<file path="src/ebrt_pkg.sv">
// Shared types, constants and codes of the engine busy ratio tracker.
`timescale 1ns / 1ps
`default_nettype none
package ebrt_pkg;

  localparam int CounterSlots  = 64;
  localparam int GroupSlots    = 64;
  localparam int RatioFracBits = 16;
  localparam int SlotAw        = $clog2(CounterSlots);
  localparam int GroupAw       = $clog2(GroupSlots);
  localparam int GroupCw       = $clog2(GroupSlots + 1);
  localparam int DivCw         = $clog2(RatioFracBits);

  localparam logic [1:0] STATUS_AVAIL   = 2'd0;
  localparam logic [1:0] STATUS_UNAVAIL = 2'd1;
  localparam logic [1:0] STATUS_UNSUPP  = 2'd2;

  localparam logic REQ_SAMPLE = 1'b0;
  localparam logic REQ_CLOSE  = 1'b1;

  typedef struct packed {
    logic        req_type;
    logic [63:0] ctr_ident;
    logic [63:0] eng_ident;
    logic [63:0] busy_count;
    logic [63:0] total_count;
    logic        total_present;
    logic [31:0] engine_capacity;
    logic [62:0] timestamp_ns;
  } in_word_t;

  typedef struct packed {
    logic [1:0]               status;
    logic [RatioFracBits:0]   busy_ratio;
  } out_word_t;

  typedef struct packed {
    logic [63:0] identity;
    logic [63:0] busy;
    logic [63:0] total;
  } slot_word_t;

  typedef struct packed {
    logic [63:0] identity;
    logic [63:0] busy_sum;
    logic [63:0] total_max;
    logic [31:0] capacity;
    logic        total_valid;
  } group_word_t;

  typedef enum logic [4:0] {
    OP_NONE, OP_LOAD, OP_CHECK, OP_SRD, OP_SCMP, OP_MISS, OP_MONO1, OP_MONO2,
    OP_GRD, OP_GCMP, OP_GNEW, OP_GUPD1, OP_GUPD2, OP_GUPD3, OP_GWB, OP_WSLOT,
    OP_CTIME, OP_CDEC, OP_CEND, OP_GLD, OP_MULHI, OP_MULSUM, OP_DIVCHK,
    OP_DIV, OP_BEST, OP_OUT
  } op_e;

  typedef enum logic [4:0] {
    ST_IDLE, ST_CHECK, ST_SRD, ST_SCMP, ST_MISS, ST_MONO1, ST_MONO2,
    ST_GRD, ST_GCMP, ST_GNEW, ST_GUPD1, ST_GUPD2, ST_GUPD3, ST_GWB, ST_WSLOT,
    ST_CTIME, ST_CDEC, ST_CGRD, ST_CGLD, ST_MULHI, ST_MULSUM, ST_DIVCHK,
    ST_DIV, ST_BEST, ST_OUT
  } state_e;

  typedef struct packed {
    op_e  op;
    logic in_ready;
  } cmd_t;

  typedef struct packed {
    logic in_valid;
    logic in_close;
    logic invalid;
    logic hit;
    logic last_slot;
    logic mono;
    logic grp_end;
    logic grp_match;
    logic grp_full;
    logic grp_tv;
    logic den_ok;
    logic div_ge;
    logic div_last;
    logic direct_out;
    logic out_free;
  } stat_t;

endpackage
`default_nettype wire

</file>
<file path="src/ebrt_ctrl.sv">
// Sequencing state machine of the tracker.
`timescale 1ns / 1ps
`default_nettype none
module ebrt_ctrl (
  input  wire logic          clk_i,
  input  wire logic          rst_ni,
  input  wire ebrt_pkg::stat_t stat_i,
  output ebrt_pkg::cmd_t     cmd_o
);

  ebrt_pkg::state_e state_q, state_d;

  always_ff @(posedge clk_i or negedge rst_ni) begin
    if (!rst_ni) begin
      state_q <= ebrt_pkg::ST_IDLE;
    end else begin
      state_q <= state_d;
    end
  end

  always_comb begin
    state_d         = state_q;
    cmd_o.op        = ebrt_pkg::OP_NONE;
    cmd_o.in_ready  = 1'b0;
    case (state_q)
      ebrt_pkg::ST_IDLE: begin
        cmd_o.in_ready = 1'b1;
        if (stat_i.in_valid) begin
          cmd_o.op = ebrt_pkg::OP_LOAD;
          state_d  = stat_i.in_close ? ebrt_pkg::ST_CTIME : ebrt_pkg::ST_CHECK;
        end
      end
      ebrt_pkg::ST_CHECK: begin
        cmd_o.op = ebrt_pkg::OP_CHECK;
        state_d  = stat_i.invalid ? ebrt_pkg::ST_IDLE : ebrt_pkg::ST_SRD;
      end
      ebrt_pkg::ST_SRD: begin
        cmd_o.op = ebrt_pkg::OP_SRD;
        state_d  = ebrt_pkg::ST_SCMP;
      end
      ebrt_pkg::ST_SCMP: begin
        cmd_o.op = ebrt_pkg::OP_SCMP;
        if (stat_i.hit)            state_d = ebrt_pkg::ST_MONO1;
        else if (stat_i.last_slot) state_d = ebrt_pkg::ST_MISS;
        else                       state_d = ebrt_pkg::ST_SRD;
      end
      ebrt_pkg::ST_MISS: begin
        cmd_o.op = ebrt_pkg::OP_MISS;
        state_d  = ebrt_pkg::ST_IDLE;
      end
      ebrt_pkg::ST_MONO1: begin
        cmd_o.op = ebrt_pkg::OP_MONO1;
        state_d  = ebrt_pkg::ST_MONO2;
      end
      ebrt_pkg::ST_MONO2: begin
        cmd_o.op = ebrt_pkg::OP_MONO2;
        state_d  = stat_i.mono ? ebrt_pkg::ST_GRD : ebrt_pkg::ST_WSLOT;
      end
      ebrt_pkg::ST_GRD: begin
        if (stat_i.grp_end) begin
          state_d = ebrt_pkg::ST_GNEW;
        end else begin
          cmd_o.op = ebrt_pkg::OP_GRD;
          state_d  = ebrt_pkg::ST_GCMP;
        end
      end
      ebrt_pkg::ST_GCMP: begin
        cmd_o.op = ebrt_pkg::OP_GCMP;
        state_d  = stat_i.grp_match ? ebrt_pkg::ST_GUPD1 : ebrt_pkg::ST_GRD;
      end
      ebrt_pkg::ST_GNEW: begin
        cmd_o.op = ebrt_pkg::OP_GNEW;
        state_d  = stat_i.grp_full ? ebrt_pkg::ST_WSLOT : ebrt_pkg::ST_GUPD1;
      end
      ebrt_pkg::ST_GUPD1: begin
        cmd_o.op = ebrt_pkg::OP_GUPD1;
        state_d  = ebrt_pkg::ST_GUPD2;
      end
      ebrt_pkg::ST_GUPD2: begin
        cmd_o.op = ebrt_pkg::OP_GUPD2;
        state_d  = ebrt_pkg::ST_GUPD3;
      end
      ebrt_pkg::ST_GUPD3: begin
        cmd_o.op = ebrt_pkg::OP_GUPD3;
        state_d  = ebrt_pkg::ST_GWB;
      end
      ebrt_pkg::ST_GWB: begin
        cmd_o.op = ebrt_pkg::OP_GWB;
        state_d  = ebrt_pkg::ST_WSLOT;
      end
      ebrt_pkg::ST_WSLOT: begin
        cmd_o.op = ebrt_pkg::OP_WSLOT;
        state_d  = ebrt_pkg::ST_IDLE;
      end
      ebrt_pkg::ST_CTIME: begin
        cmd_o.op = ebrt_pkg::OP_CTIME;
        state_d  = ebrt_pkg::ST_CDEC;
      end
      ebrt_pkg::ST_CDEC: begin
        cmd_o.op = ebrt_pkg::OP_CDEC;
        state_d  = stat_i.direct_out ? ebrt_pkg::ST_OUT : ebrt_pkg::ST_CGRD;
      end
      ebrt_pkg::ST_CGRD: begin
        if (stat_i.grp_end) begin
          cmd_o.op = ebrt_pkg::OP_CEND;
          state_d  = ebrt_pkg::ST_OUT;
        end else begin
          cmd_o.op = ebrt_pkg::OP_GRD;
          state_d  = ebrt_pkg::ST_CGLD;
        end
      end
      ebrt_pkg::ST_CGLD: begin
        cmd_o.op = ebrt_pkg::OP_GLD;
        state_d  = stat_i.grp_tv ? ebrt_pkg::ST_DIVCHK : ebrt_pkg::ST_MULHI;
      end
      ebrt_pkg::ST_MULHI: begin
        cmd_o.op = ebrt_pkg::OP_MULHI;
        state_d  = ebrt_pkg::ST_MULSUM;
      end
      ebrt_pkg::ST_MULSUM: begin
        cmd_o.op = ebrt_pkg::OP_MULSUM;
        state_d  = ebrt_pkg::ST_DIVCHK;
      end
      ebrt_pkg::ST_DIVCHK: begin
        cmd_o.op = ebrt_pkg::OP_DIVCHK;
        if (!stat_i.den_ok)     state_d = ebrt_pkg::ST_CGRD;
        else if (stat_i.div_ge) state_d = ebrt_pkg::ST_BEST;
        else                    state_d = ebrt_pkg::ST_DIV;
      end
      ebrt_pkg::ST_DIV: begin
        cmd_o.op = ebrt_pkg::OP_DIV;
        if (stat_i.div_last) state_d = ebrt_pkg::ST_BEST;
      end
      ebrt_pkg::ST_BEST: begin
        cmd_o.op = ebrt_pkg::OP_BEST;
        state_d  = ebrt_pkg::ST_CGRD;
      end
      ebrt_pkg::ST_OUT: begin
        if (stat_i.out_free) begin
          cmd_o.op = ebrt_pkg::OP_OUT;
          state_d  = ebrt_pkg::ST_IDLE;
        end
      end
      default: state_d = ebrt_pkg::ST_IDLE;
    endcase
  end

endmodule
`default_nettype wire

</file>
<file path="config.mk">
export PLATFORM = sky130hd
export DESIGN_NAME = ebrt_ctrl
export DESIGN_NICKNAME = d
export VERILOG_FILES = /design/src/ebrt_pkg.sv /design/src/ebrt_ctrl.sv
export SDC_FILE = /design/constraint.sdc
export NUM_CORES = 1
export LEC_CHECK = 0
export BUFFER_PORTS_ARGS = -buffer_cell sky130_fd_sc_hd__buf_2
export CORE_UTILIZATION = 50
export CTS_BUF_LIST = sky130_fd_sc_hd__clkbuf_16
export DETAILED_ROUTE_END_ITERATION = 8
export PLACE_DENSITY = 0.81
export SLEW_MARGIN = 10
export SYNTH_ARGS = -nofsm -noshare
export SYNTH_HDL_FRONTEND = slang
export SYNTH_SLANG_ARGS = --single-unit
</file>
<file path="constraint.sdc">
create_clock -name clk_i -period 1.85 [get_ports clk_i]
set_clock_uncertainty 0.1 [all_clocks]
set_input_delay 0.37 -clock clk_i [delete_from_list [all_inputs] [get_ports clk_i]]
set_output_delay 0.37 -clock clk_i [all_outputs]
set_load 0.01 [all_outputs]
</file>
==> results.ini, run 1 <==
[outcome]
status=did not finish
lastStage=global routing
error_line=[ERROR GRT-0232] Routing congestion too high. Check the congestion heatmap in the GUI.

[grt]
grt_usage_pct=74.1
grt_overflow=22
grt_start_max_net_pins=11

[sta]
worstEndpointGrtRepair=cmd_o[5]
worst-ep-kind=primary output

[die]
die_w_um=41.7
start_util_pct=57.1
pin_count=23
rows=13
die_y_um=41.7

[synthesis]
yosysSeqAreaShare_pct=15.8
muxShareOfSynthArea_pct=0
synthAdderAreaFrac_pct=0
ys_seq_elements=5
syn_nets=140
synth_warnings=0
synth_area_per_cell_um2=6.42
synth_top_family_by_area=simple AND/OR/NAND/NOR gates
synth_area_um2=790
synth_compound_area_share_pct=35.0
synth_cells=123
synth-xor-area-share_pct=3.33
synth_cell_type_count=39
synth_simple_gate_area_share_pct=37.4

[cts]
clockBufferDepth=2
cts_root_buf=clkbuf_16
cts-htree-levels=1
cts_buffers=3
clock-sinks=5

[placed_design]
placed_cells=167
dp_hpwl_mm=2.04
port-buffer-count=22
finalWeightedCongestion=0.981

## logic make-up after synthesis
group / count (synthesis)
simple gates: 56
compound gates: 43
buf+inv: 16
flops: 5
xor+xnor: 3
## synthesized netlist by cell type (all sizes together)
master | instances | area [µm²]
a211o | 1 | 8.76
a211oi | 1 | 7.51
a21o | 1 | 7.51
a21oi | 6 | 30.0
a22o | 1 | 8.76
a22oi | 1 | 7.51
a311oi | 1 | 8.76
a31oi | 8 | 50.1
a32o | 1 | 10.0
and2 | 2 | 12.5
and3 | 1 | 6.26
buf | 4 | 21.3
clkbuf | 7 | 26.3
dfrtp | 5 | 125
inv | 5 | 18.8
nand2 | 10 | 40.0
nand2b | 6 | 37.5
nand3 | 2 | 10.0
nand3b | 4 | 30.0
nand4 | 1 | 6.26
nor2 | 10 | 37.5
nor2b | 3 | 18.8
nor3 | 11 | 55.1
nor4 | 4 | 25.0
nor4b | 1 | 8.76
o21a | 3 | 22.5
o21ai | 13 | 65.1
o221a | 1 | 11.3
o22ai | 2 | 12.5
o32ai | 1 | 8.76
o41ai | 2 | 17.5
or4 | 1 | 7.51
xnor2 | 2 | 17.5
xor2 | 1 | 8.76
## per-stage QoR
stage	TNS, ns	setup WS [ns]	cell area [µm²]
4_1_cts	-0.0793	-0.0656	1240
3_5_place_dp	-0.00133	-0.00133	1010
3_3_place_gp	0	0.0392	1010
2_1_floorplan	0	0.0502	790
## layer usage
layer  global-route usage [%]  GRT overflow
met4                     82.6             9
met2                     92.5            13
met5                        0             0
met1                     73.6             0
met3                     53.5             0
## what timing repair did
action	in CTS
pin swaps	3
endpoints found under the hold margin	5
hold buffers	1
buffers inserted	10
endpoints found under the setup margin	8
gates resized for setup	22
==> run 2, diff against run 1 <==
--- a/config.mk
+++ b/config.mk
@@ -6,10 +6,10 @@
 export NUM_CORES = 1
 export LEC_CHECK = 0
 export BUFFER_PORTS_ARGS = -buffer_cell sky130_fd_sc_hd__buf_2
-export CORE_UTILIZATION = 50
-export CTS_BUF_LIST = sky130_fd_sc_hd__clkbuf_16
+export CORE_AREA = 2 2 63 65
 export DETAILED_ROUTE_END_ITERATION = 8
-export PLACE_DENSITY = 0.81
+export DIE_AREA = 0 0 65 67
+export PLACE_DENSITY_LB_ADDON = 0.15
 export SLEW_MARGIN = 10
 export SYNTH_ARGS = -nofsm -noshare
 export SYNTH_HDL_FRONTEND = slang
==> run 2 against run 1 <==
Against the previous run:
- the flow now finishes, with violations (setup timing)
- area after synthesis unchanged
- synthesized cell count is the same
==> results.ini, run 2 <==
[grt]
grt_start_max_net_pins=14
grt_pass1_vias=1190
grt_first_pass_wirelength_mm=5.38
grt_overflow=0
antenna_found_initial=0
grt_usage_pct=16.0

[cts]
clk_pin_slew_worst_paths_ns=0.04
clockBufferDepth=2  ; unchanged
insertion_delay_ns=0.23
cts_buffers=3  ; unchanged
cts_root_buf=clkbuf_8  ; was clkbuf_16
clock-sinks=5  ; unchanged
cts_tree=built
cts-htree-levels=1  ; unchanged

[synthesis]
synth_cells=123  ; unchanged
synth_top_area_cell=dfrtp_1  ; unchanged
synthArstFlopShare_pct=100  ; unchanged
synth-xor-area-share_pct=3.33  ; unchanged
ys_top_cells_by_count=11 x nor3_1, 10 x nor2_1, 10 x o21ai_0  ; unchanged
synth_warnings=0  ; unchanged
synth_most_common_cell=nor3_1  ; unchanged
muxShareOfSynthArea_pct=0  ; unchanged
synth_area_um2=790  ; unchanged
ys.flop_type=dfrtp_1  ; unchanged
synthTopCellsByArea=dfrtp_1 16%, nor3_1 7.0%, a31oi_1 6.3%  ; unchanged
synth_top_family_by_area=simple AND/OR/NAND/NOR gates  ; unchanged
synth_area_per_cell_um2=6.42  ; unchanged
yosysSeqAreaShare_pct=15.8  ; unchanged
synthAdderAreaFrac_pct=0  ; unchanged
syn_nets=140  ; unchanged
yosysTopAreaCellShare_pct=15.8  ; unchanged
synth_edf_count=0  ; unchanged
synth_compound_area_share_pct=35.0  ; unchanged
ys_seq_elements=5  ; unchanged
synth_simple_gate_area_share_pct=37.4  ; unchanged
synth_cell_type_count=39  ; unchanged

[routing]
drt_first_pass_iters=4
via_count=1202
postRouteAntennaNets=0
drt-total-wl_mm=3.43
drtIter0Drc=104
drc=0
avgViaCountPerCell=5.09
post_drt_wl_per_cell_um=14.6

[setup_path]
endpoint_kind=primary output
slowest_delay_ns=0.44
path_class=flip-flop to primary output
critPathLaunchType=flip-flop
slowest_stage=dfrtp_2
worst_ep_required_time_ns=1.38
cp_data_arrival_time_ns=1.44
crit_top_cell=o21ai_1
worstPathCellList=buf_4 -> nor3_2 -> o21ai_1 -> o21ai_1 -> a22o_1 -> buf_2
cp_max_fo=8
worst-path-buf-inv=2
path_delay_family=compound AO/OA/AOI/OAI gates

[final_layout]
regMostFlops=state_q
largest_register_ffs=5
mostFrequentLayoutCells=38 x buf_4, 21 x buf_2, 9 x buf_6
area_growth_pct=94.3
final_cells=236
fill_cells=365
drive_gt1_share_pct=55.3
nets=206
final_common_cell=buf_4
fin_area_mm2=0.00153
multi_input_comb_area_um2=716
insertedDiodeCount=0
top_regs=state_q: 5 flops
final-seq-area_um2=130

[die]
start_util_pct=21.9  ; was 57.1%
rows=22  ; was 13
die_w_um=65  ; was 41.7 µm
dieArea_mm2=0.00436
fp.coreArea_mm2=0.00361
die_y_um=67  ; was 41.7 µm
pin_count=23  ; unchanged

[power]
power_mw=2.67
power.density_mw_per_mm2=1740
leakage_nw=0.686
ir_drop_v=0.000366

[sta]
slew_viol_final=0
min_period_ns=1.91
max_slew_margin_pct=78.6
setup_viol=3
postLayoutSetupSlackWorst_ns=-0.0645
rsz0062_at_grt=yes
max_freq_mhz=522
fin_crit_sh_pct=103
hold_viol=0
worstMarginPinSlew_ns=0.317

[outcome]
violations=setup timing
status=complete, but fails checks  ; was did not finish

[placed_design]
placed_cells=208  ; was 167
pre_cts_ws_ns=0.0297  ; was -0.00133 ns
placed_cell_area_mm2=0.00114  ; was 0.00101 mm²
finalWeightedCongestion=0.873  ; was 0.981
dp_hpwl_mm=2.41  ; was 2.04 mm
port-buffer-count=22  ; unchanged

[hold_path]
hp-class=primary input to async pin

[job]
drv_cap=0

## run 2: cell counts after synthesis
Identical to the previous run, type by type.
## run 2: per-stage QoR
| stage | util, % | setup TNS, ns | hold slack, ns |
|---|---|---|---|
| detailed placement | 31.7 | 0 | 0.0937 |
| global placement | 31.7 | 0 | 0.0939 |
| CTS | 38.2 | -0.0991 | 0.395 |
| finish | 42.5 | -0.119 | 0.393 |
| global route | 42.5 | -0.542 | 0.428 |
| floorplan | - | 0 | -0.0256 |
## run 2: routing by layer
layer / track usage (%) / wire [µm] / share of wire, %
met3: 1.35 / 157 / 4.6
met2: 28.9 / 1730 / 50
met5: 0 / 0 / 0
met1: 19.5 / 1520 / 44
met4: 6.38 / 30 / 0.87
## run 2: report_power, final
part           internal [mW]  switching (mW)  total [mW]  leakage [nW]
clock network          0.148          0.0589       0.207        0.0228
logic                   1.17            1.02        2.20         0.604
registers              0.169          0.0995       0.269        0.0588
## run 2: path summary, 6_finish.rpt
check,from,end,slack (ns),cells after the start
worst max-delay path,state_q[1]$_DFFE_PN0P_,cmd_o[4],-0.06,6
worst min-delay path,rst_ni,state_q[2]$_DFFE_PN0P_,0.39,2
worst max register to register,state_q[0]$_DFFE_PN0P_,state_q[3]$_DFFE_PN0P_,0.03,4
worst min register to register,state_q[3]$_DFFE_PN0P_,state_q[4]$_DFFE_PN0P_,0.71,3
max in group asynchronous,rst_ni,state_q[4]$_DFFE_PN0P_,1.11,2
min in group clk_i,stat_i[12],state_q[1]$_DFFE_PN0P_,0.42,4
## run 2: kinds of logic (layout without fill, tap and decap cells)
group | count (synthesis) | in the layout
flops | 5 | 5
xor+xnor | 3 | 3
buf+inv | 16 | 81
simple gates | 56 | 56
compound gates | 43 | 43
## run 2: worst reg2reg max path, stage by stage (launching register included)
cell     delay (ns)
dfrtp_2        0.46
buf_4          0.17
or4_4          0.53
nor2b_1        0.16
a211o_1        0.28
## run 2: timing repair
item / in CTS / in global routing
hold endpoints to repair: 5 / 0
setup buffers: 17 / 6
hold buffers: 1 / 0
resized for setup: 18 / 28
setup endpoints to repair: 6 / 9
pin swaps: 2 / 12
## run 2: layout make-up
cell class	count	share of cell area, %
Multi-Input combinational cell	102	46.7
Timing Repair Buffer	72	36.6
Clock buffer	4	2.94
Tap cell	48	3.92
Sequential cell	5	8.48
Inverter	5	1.39
Power figures use the tool's default switching activity.
==> run 3, diff against run 2 <==
--- a/config.mk
+++ b/config.mk
@@ -10,6 +10,7 @@
 export DETAILED_ROUTE_END_ITERATION = 8
 export DIE_AREA = 0 0 65 67
 export PLACE_DENSITY_LB_ADDON = 0.15
+export REMOVE_ABC_BUFFERS = 1
 export SLEW_MARGIN = 10
 export SYNTH_ARGS = -nofsm -noshare
 export SYNTH_HDL_FRONTEND = slang
==> run 3 against run 2 <==
Against the previous run:
- the flow still finishes with violations (setup timing)
- final cell count decreased by 2.5%
- cell area shrank 2.5%
- clock power barely moved
- sequential power fell by 10%
- worst setup slack lost 0.015 ns
- sequential share of layout area rose by 0.22 points
- combinational power rose by 2%
- die area unchanged
- global-route usage grew 1.2 points
- clock-buffer cell count unchanged
- critical path type unchanged
- critical endpoint unchanged
- largest cell class unchanged
- highest routed layer unchanged
==> results.ini, run 3 (synthesized netlist as in run 2, its figures left out) <==
[routing]
drt-total-wl_mm=3.71  ; was 3.43 mm
dr_wl_met3_um=242  ; was 157 µm
dr.max_layer_used=met4  ; unchanged
avgViaCountPerCell=5.40  ; was 5.09
via_count=1241  ; was 1202
drtIter0Drc=66  ; was 104
met1_length_mm=1.60  ; was 1.52 mm
postRouteAntennaNets=0  ; unchanged
drc=0  ; unchanged
post_drt_wl_per_cell_um=16.1  ; was 14.6 µm
route.met2.wl_mm=1.77  ; was 1.73 mm
drt_first_pass_iters=5  ; was 4

[cts]
clk_pin_slew_worst_paths_ns=0.04  ; about the same
cts-htree-levels=1  ; unchanged
clock-sinks=5  ; unchanged
cts_root_buf=clkbuf_8  ; unchanged
insertion_delay_ns=0.22  ; was 0.23 ns
cts_buffers=3  ; unchanged
clockBufferDepth=2  ; unchanged
cts_tree=built  ; unchanged

[die]
rows=22  ; unchanged
fp.coreArea_mm2=0.00361  ; unchanged
die_y_um=67  ; unchanged
die_w_um=65  ; unchanged
dieArea_mm2=0.00436  ; unchanged
pin_count=23  ; unchanged
start_util_pct=21.9  ; unchanged

[power]
ir_drop_v=0.000614  ; was 0.000366 V
leakage_nw=0.640  ; was 0.686 nW
power_mw=2.70  ; was 2.67 mW
power.density_mw_per_mm2=1810  ; was 1740 mW/mm²

[final_layout]
multi_input_comb_area_um2=727  ; was 716 µm²
regMostFlops=state_q  ; unchanged
final_cells=230  ; was 236
utilization_pct=41.5  ; was 42.5%
nets=200  ; was 206
fill_cells=367  ; was 365
drive_gt1_share_pct=53.3  ; was 55.3%
mostFrequentLayoutCells=30 x buf_4, 22 x buf_2, 11 x buf_6  ; was 38 x buf_4, 21 x buf_2, 9 x buf_6
final_common_cell=buf_4  ; unchanged
final-seq-area_um2=130  ; unchanged
insertedDiodeCount=0  ; unchanged
top_regs=state_q: 5 flops  ; unchanged
area_growth_pct=89.4  ; was 94.3%
largest_register_ffs=5  ; unchanged

[outcome]
violations=setup timing  ; unchanged
status=complete, but fails checks  ; unchanged

[sta]
hold_ws_ns=0.398  ; was 0.393 ns
min_period_ns=1.93  ; was 1.91 ns
slew_viol_final=0  ; unchanged
fin_crit_sh_pct=104  ; was 103%
postLayoutSetupSlackWorst_ns=-0.0794  ; was -0.0645 ns
hold_viol=0  ; unchanged
setup_viol=5  ; was 3
rsz0062_at_grt=yes  ; unchanged
max_freq_mhz=518  ; was 522 MHz
worstMarginPinSlew_ns=0.305  ; was 0.317 ns
max_slew_margin_pct=79.5  ; was 78.6%
tns_ns=-0.212  ; was -0.119 ns

[setup_path]
reg2regPathDepth=7  ; was 4
worst_ep_required_time_ns=1.38  ; about the same
cp_data_arrival_time_ns=1.46  ; was 1.44 ns
r2r-end=state_q[3]$_DFFE_PN0P_  ; unchanged
cp_max_fo=6  ; was 8
reg2reg_from=state_q[1]$_DFFE_PN0P_  ; was state_q[0]$_DFFE_PN0P_
critPathLaunchType=flip-flop  ; unchanged
rrSetupSlack_ns=0.01  ; was 0.03 ns
cp-startpoint=state_q[1]$_DFFE_PN0P_  ; unchanged
endpoint_kind=primary output  ; unchanged
path_class=flip-flop to primary output  ; unchanged

[grt]
antenna_found_initial=0  ; unchanged
grt_start_max_net_pins=13  ; was 14
grt_pass1_vias=1189  ; was 1190
grt_overflow=0  ; unchanged
grt_usage_pct=17.2  ; was 16.0%
grt_first_pass_wirelength_mm=5.75  ; was 5.38 mm

[placed_design]
port-buffer-count=22  ; unchanged
dp_hpwl_mm=2.54  ; was 2.41 mm
finalWeightedCongestion=0.890  ; was 0.873
placed_cells=209  ; was 208

[job]
drv_cap=0  ; unchanged

[hold_path]
hp-class=primary input to async pin  ; unchanged

-- run 3: timing repair --
item | 4_1_cts | 5_1_grt
hold buffers | 1 | 0
setup buffers | 12 | 3
pin swaps | 4 | 3
gates cloned | 0 | 1
setup endpoints to repair | 6 | 10
gates resized for setup | 27 | 20
endpoints found under the hold margin | 5 | 0
-- run 3: critical path, cell delays in order (launching register included) --
cell,delay (ns)
dfrtp_2,0.40
buf_6,0.13
buf_6,0.11
nor3_4,0.04
o21ai_1,0.12
o21ai_1,0.08
a22o_1,0.22
buf_2,0.13
-- run 3: power breakdown --
part	switching, mW	internal, mW	total (mW)
clock network	0.0585	0.148	0.207
logic	1.09	1.17	2.25
registers	0.0725	0.169	0.242
total	1.22	1.48	2.70
-- run 3: metal layers --
metal / global-route usage [%] / vias to the layer above
li1: - / 583
met5: 0 / -
met4: 5.32 / 0
met3: 4.05 / 10
met2: 27.3 / 57
met1: 22.8 / 591
-- run 3: cell type report --
cell class              instances  share of cell area [%]
clock buffers                   4                    3.01
well taps                      48                    4.02
inverters                       5                    1.26
repair buffers                 66                    34.4
flip-flops and latches          5                    8.70
multi-input cells             102                    48.6
-- run 3: metrics by stage --
| step | worst slack (ns) | instance area, µm² |
|---|---|---|
| final | -0.0794 | 1500 |
| after global routing | -0.156 | 1500 |
| after CTS | -0.0449 | 1360 |
| after detailed placement | 0.0192 | 1130 |
| after global placement | 0.00873 | 1130 |
| after floorplan | -0.146 | 742 |
-- run 3: worst max-delay path by stage --
stage                                  end  slack, ns  cells after the start
detailed placement  state_q[3]$_DFFE_PN0P_       0.02                      4
floorplan           state_q[3]$_DFFE_PN0P_      -0.15                      4
CTS                               cmd_o[4]      -0.04                      7
global placement    state_q[3]$_DFFE_PN0P_      0.009                      4
finish                            cmd_o[4]      -0.08                      7
global route                      cmd_o[4]      -0.16                      7
